[config.mk]
export PLATFORM = sky130hd
export DESIGN_NAME = vlmd_delay
export DESIGN_NICKNAME = d
export VERILOG_FILES = /design/src/rtl/vlmd_pkg.sv /design/src/rtl/vlmd_delay.sv
export SDC_FILE = /design/constraint.sdc
export NUM_CORES = 2
export LEC_CHECK = 0
export ABC_AREA = 0
export BUFFER_PORTS_ARGS = -buffer_cell sky130_fd_sc_hd__buf_2
export CAP_MARGIN = 20
export CORE_MARGIN = 2
export CORE_UTILIZATION = 50
export CTS_CLUSTER_DIAMETER = 50
export DETAILED_ROUTE_END_ITERATION = 8
export GPL_TIMING_DRIVEN = 0
export PLACE_DENSITY_LB_ADDON = 0.25
export SYNTH_ARGS = -nofsm -noshare
export SYNTH_HDL_FRONTEND = slang
export SYNTH_SLANG_ARGS = --single-unit
[constraint.sdc]
create_clock -name clk -period 3 [get_ports clk]
set_input_delay 0 -clock clk [delete_from_list [all_inputs] [get_ports clk]]
set_output_delay 0 -clock clk [all_outputs]
set_load 0.02 [all_outputs]
[src/rtl/vlmd_pkg.sv]
// vlmd_pkg: shared types and constants of the volume local maximum detector.
// Depends on nothing; imported by the top level, the delay line and the checker.
package vlmd_pkg;

	localparam int VAL_W      = 16;
	localparam int CFG_IDX_W  = 2;
	localparam int CFG_DATA_W = 16;
	localparam int POS_X_W    = 8;
	localparam int POS_Y_W    = 8;
	localparam int POS_Z_W    = 10;

	typedef logic signed [VAL_W-1:0] voxel_t;
	typedef logic [CFG_IDX_W-1:0] cfg_idx_t;
	typedef logic [CFG_DATA_W-1:0] cfg_data_t;

	localparam cfg_idx_t REG_WIDTH     = 2'd0;
	localparam cfg_idx_t REG_HEIGHT    = 2'd1;
	localparam cfg_idx_t REG_DEPTH     = 2'd2;
	localparam cfg_idx_t REG_THRESHOLD = 2'd3;

	typedef struct packed {
		logic adv;
		logic clr;
	} dly_ctrl_t;

endpackage

[src/rtl/vlmd_delay.sv]
// vlmd_delay: programmable voxel delay line on a single-port circular memory.
// Delay is len+1 beats; len of zero uses the bypass register. Uses vlmd_pkg.
module vlmd_delay #(
	parameter int DEPTH = 256
) (
	input  logic                      clk,
	input  logic                      arst_n,
	input  vlmd_pkg::dly_ctrl_t       ctrl,
	input  logic [$clog2(DEPTH)-1:0]  len,
	input  vlmd_pkg::voxel_t          din,
	output vlmd_pkg::voxel_t          dout
);
	import vlmd_pkg::*;

	localparam int AW = $clog2(DEPTH);

	voxel_t mem [DEPTH];
	logic [AW-1:0] ptr_q;
	voxel_t rd_q;
	voxel_t byp_q;
	logic len_zero;

	assign len_zero = (len == '0);

	always_ff @(posedge clk or negedge arst_n) begin
		if (!arst_n) begin
			ptr_q <= '0;
		end else if (ctrl.clr) begin
			ptr_q <= '0;
		end else if (ctrl.adv && !len_zero) begin
			if (ptr_q == len - AW'(1)) begin
				ptr_q <= '0;
			end else begin
				ptr_q <= ptr_q + AW'(1);
			end
		end
	end

	always_ff @(posedge clk) begin
		if (ctrl.adv && !len_zero) begin
			rd_q <= mem[ptr_q];
			mem[ptr_q] <= din;
		end
	end

	always_ff @(posedge clk) begin
		if (ctrl.adv) begin
			byp_q <= din;
		end
	end

	assign dout = len_zero ? byp_q : rd_q;

endmodule

* Word-level counts from Yosys, hierarchy flattened
Memories as Yosys holds them, arrays and structs flattened. A register that Yosys moved wholly into a read port is not among the register bits.
Cells that the tools add are included.
** Storage, ports and cells
- Bits in registers :: 24
- Bits in writable memories :: 4096
- Memories kept :: 1
** Memory list
- mem :: depth 256, bits a word 16, read ports 1, clocked after memory_dff 1, wr ports 1, RTL line vlmd_delay.sv:17 : voxel_t mem [DEPTH];
** Operators by class
- Add/subtract/negate cells :: 2
- Equality and inequality tests :: 1
- Multiplexer cells :: 6
- Reductions and logical operators :: 4
** Operators with widths (number)
- $mux W8 :: 3
- $mux W16 :: 1
- $add A8 B1 Y8 const B :: 1
- $eq A8 B8 Y1 :: 1
- $logic_not A8 Y1 :: 1
- $sub A8 B1 Y8 const B :: 1
- $mux W1 :: 2
- $reduce_bool A2 Y1 :: 1
- $logic_and A1 B1 Y1 :: 1
- $logic_not A1 Y1 :: 1

* Depth between registers and ports, before layout
- Depth after elaboration :: 5
- Gate-level depth with buffers :: 9
- Depth with buffers taken out :: 7

* Worst setup path before layout
No wires, ideal clock.
- Path kind :: reg-to-reg
- From :: register ptr_q[1]
- To :: memory mem[101][0] (netlist bit) (enable)
- Setup time :: 388 ps
- Arrival time :: 2523 ps
- Data required time :: 2612 ps
- Path slack :: 88 ps
- Cell stages (with the launch flop) :: 10
- Clock period less this slack :: 2912 ps
- Path through :: dfrtp_1 -> buf_2 -> buf_2 -> buf_2 -> buf_2 -> inv_1 -> ha_1 -> nand4_1 -> clkbuf_1 -> nor2_1
** RTL lines
- from (decl) :: RTL line vlmd_delay.sv:18 : logic [AW-1:0] ptr_q;
- from (signal assigned) :: RTL line vlmd_delay.sv:34 : ptr_q <= ptr_q + AW'(1);
- to (decl) :: RTL line vlmd_delay.sv:17
No word-level cell before the write port.

==> metrics.csv <==
metric,value,unit
status,"finished, violations left",
failing checks,negative setup slack,
reg2reg path depth,9,
Critical R2R Launch,ptr_q[0],
DR iter-0 viols,12580,
top post-synthesis cells by count,"4128 x edfxtp_1, 1024 x mux4_2, 512 x a22oi_1",
clock root buffer,clkbuf_16,
worst skew pair latency,0.98,ns
clock buffer depth,4,
I/O pin cnt,44,
leak pwr,0.05801,uW
WP depth,9,
synthesis-to-layout area growth,21.31,%
post-route ant nets,0,
"count leader, synth",edfxtp_1,
routed vias,80550,
crit path time final,3.942,ns
GRT Total Usage,0.2856,
number of global-route vias before repair,78710,
critical path buffer and inverter count,4,
Worst slew margin,0.2460,
maximum number of pins on one net before global-route repair,147,
HPWL Detailed,291.2,mm
post-synth top area share,0.7911,
clock sink total,4136,
slowest cell on the critical path,o41ai_4,
clk slew on worst S/H paths,0.07,ns
gpl congestion,1.141,
Post-layout nets,7845,
critical path class,reg -> reg,
Filler cells,21020,
setup_tns,-112.75,ns
total CTS buffers,429,
post-route worst setup slack,-0.9418,ns
DRT Wirelength,456.6,mm
RR Endpoint,rd_q[13],
syn nets,6860,
Critical Path Max Stage Delay,0.77,ns
die area,0.3179,sq mm
"Req. time, crit path",3.55,ns
DRC,0,
global-route wire length before repair,626.1,mm
clock skew,0.08616,ns
PortBufs,43,
layout cells sized above 1,0.3833,
Setup crit end,rd_q[13],
multi-input logic area,0.03468,sq mm
worst-path cell chain,buf_12 -> buf_16 -> buf_16 -> buf_12 -> mux4_2 -> a22oi_2 -> a21oi_2 -> o41ai_4 -> nand4_1,
CORE AREA,0.3119,sq mm
Hold Slack,0.05506,ns
Vias/cell,6.537,
crit path capture type,flop,
# rows,205,
register area,0.1242,sq mm
Worst Path Max Fanout,6,
CP startpoint kind,flop,
DR WL/cell,37.05,microns
gr ovfl total,0,
Netlist cell types,40,
initial antenna violation count,10,
DIE WIDTH,563.8,microns
final hold viol count,0,
Synthesis Warnings,0,
CP Launch Point,ptr_q[0],
Tcrit/Tclk final,1.314,
CP top delay family,compound AO/OA/AOI/OAI gates,
CP Data Arrival Time,4.49,ns
achievable clock frequency,253.7,MHz
cells after synthesis,6826,
R2R Setup Slk,-0.94,ns
Area contributors post-synth,"edfxtp_1 79%, mux4_2 15%, a22oi_1 2.5%, a21oi_1 0.82%, nor2_1 0.63%",
VDD IR max,0.0005176,V
Max Cap Viol,0,
Hold WC Path Type,in -> async,
Worst-Margin Slew,1.131,ns
setup repair after global routing missed its margin,yes,
register area share after synthesis,0.7923,
top_reg_cell synth,edfxtp_1,
Synth Register Bits,4136,
Final setup viols,1475,
Starting Density,0.5024,
H-tree levels,5,
"EDFF count, synth",4128,
Power Dens Cells,685.3,mW/mm^2
post-synthesis area per instance,22.96,sq um
fin. max-slew vios,0,
die height,563.8,microns
Post-synth ARST share,0.001934,
first drt pass iteration count,8,
CTS tree,done,
biggest area consumer among synthesized cells,edfxtp_1,
Post-Syn Area,0.1567,sq mm
## what timing repair did
| action | in CTS | in global routing |
|---|---|---|
| pin swaps | 156 | 102 |
| setup buffers | 163 | 77 |
| hold buffers | 30 | 8 |
| resized for setup | 1077 | 269 |
| setup endpoints to repair | 4118 | 2891 |
| hold endpoints to repair | 2307 | 1 |
| gates cloned | 17 | 4 |
## flip-flops by register name (all words and copies together), names as in the netlist
name	count
ptr_q	8
byp_q	16
mem	4096
rd_q	16
## logic make-up (layout without fill, tap and decap cells)
family          count (synthesis)  count (layout)  synth area share
simple gates                  356             356          0.009622
xor+xnor                       10              10         0.0005590
mux                          1040            1040            0.1483
fa+ha+maj                       6               6         0.0004791
flops                        4136            4136            0.7923
compound gates                848             848           0.03714
buf+inv                       430            1778           0.01153
other cells                     0               9                 0
## layer usage
layer  vias to the layer above  GRT usage  share of wire
li1                      31590          -              -
met1                     43040     0.3966           0.37
met2                      5065     0.4337           0.46
met3                       862    0.06873           0.12
met4                         4     0.1292          0.053
met5                         -          0       0.000061
## final cells by class
| cell class | count | area share |
|---|---|---|
| Antenna cell | 9 | 0.0001185 |
| Buffer | 417 | 0.02012 |
| Clock buffer | 504 | 0.05818 |
| Clock inverter | 290 | 0.01600 |
| Inverter | 6 | 0.0001975 |
| Multi-Input combinational cell | 2260 | 0.1824 |
| Sequential cell | 4136 | 0.6532 |
| Tap cell | 4140 | 0.02725 |
| Timing Repair Buffer | 561 | 0.04250 |
## layout by cell type (no fill, tap or decap), types with 7 or more instances in the layout
cell type      count
a21oi_1          106
a21oi_2          114
a21oi_4           37
a22oi_1          360
a22oi_2          152
buf_1             12
buf_12           150
buf_16            60
buf_2             55
buf_4            180
buf_6             48
buf_8            179
bufinv_16         45
clkbuf_1         174
clkbuf_16        449
clkbuf_2          63
clkbuf_4          44
clkbuf_8          27
clkinv_1          96
clkinv_16         11
clkinv_2          64
clkinv_4          18
clkinvlp_4        30
diode_2            9
dlygate4sd3_1     36
edfxtp_1        4128
inv_6             17
mux2_2            16
mux4_2          1024
nand2_1           13
nand2_2           10
nand4_1           34
nor2_2            78
nor2_4           180
o41ai_1           13
o41ai_2           22
o41ai_4           29
xor2_1             7
## per-stage QoR
step / util / power (uW) / instances / area [sq um] / setup WS, ns
finish: 0.6094 / 130300 / 12320 / 190100 / -0.9418
global route: 0.6094 / 133100 / 12320 / 190100 / -0.7923
CTS: 0.6025 / 130000 / 12230 / 187900 / -0.6321
detailed placement: 0.5346 / 76260 / 11230 / 166700 / -3.009
global placement: 0.5197 / 75990 / 11010 / 162100 / -5.999
floorplan: - / 70550 / 6826 / 156700 / 0.08846
## worst min path at each step
stage | endpoint | from | cells after the start | slack, ns
3_3_place_gp | ptr_q[5] | arst_n | 1 | -0.14
2_1_floorplan | ptr_q[0] | arst_n | 0 | -0.30
4_1_cts | mem[14][10] | din[10] | 2 | 0.01
5_1_grt | mem[137][5] | din[5] | 2 | 0.05
3_5_place_dp | ptr_q[5] | arst_n | 1 | -0.14
6_report | ptr_q[5] | arst_n | 3 | 0.06
## worst min-delay path, cell delays in order
cell and delay [ns]:
dlygate4sd3_1 0.54, buf_2 0.11, dlygate4sd3_1 0.81
## where the power goes
group          internal, uW  leakage (uW)  switching, uW
combinational          4560        0.0140           8750
clock                 30400       0.00678          22700
sequential            63800        0.0372           65.9
No activity file was read; power rests on OpenSTA's default activity.
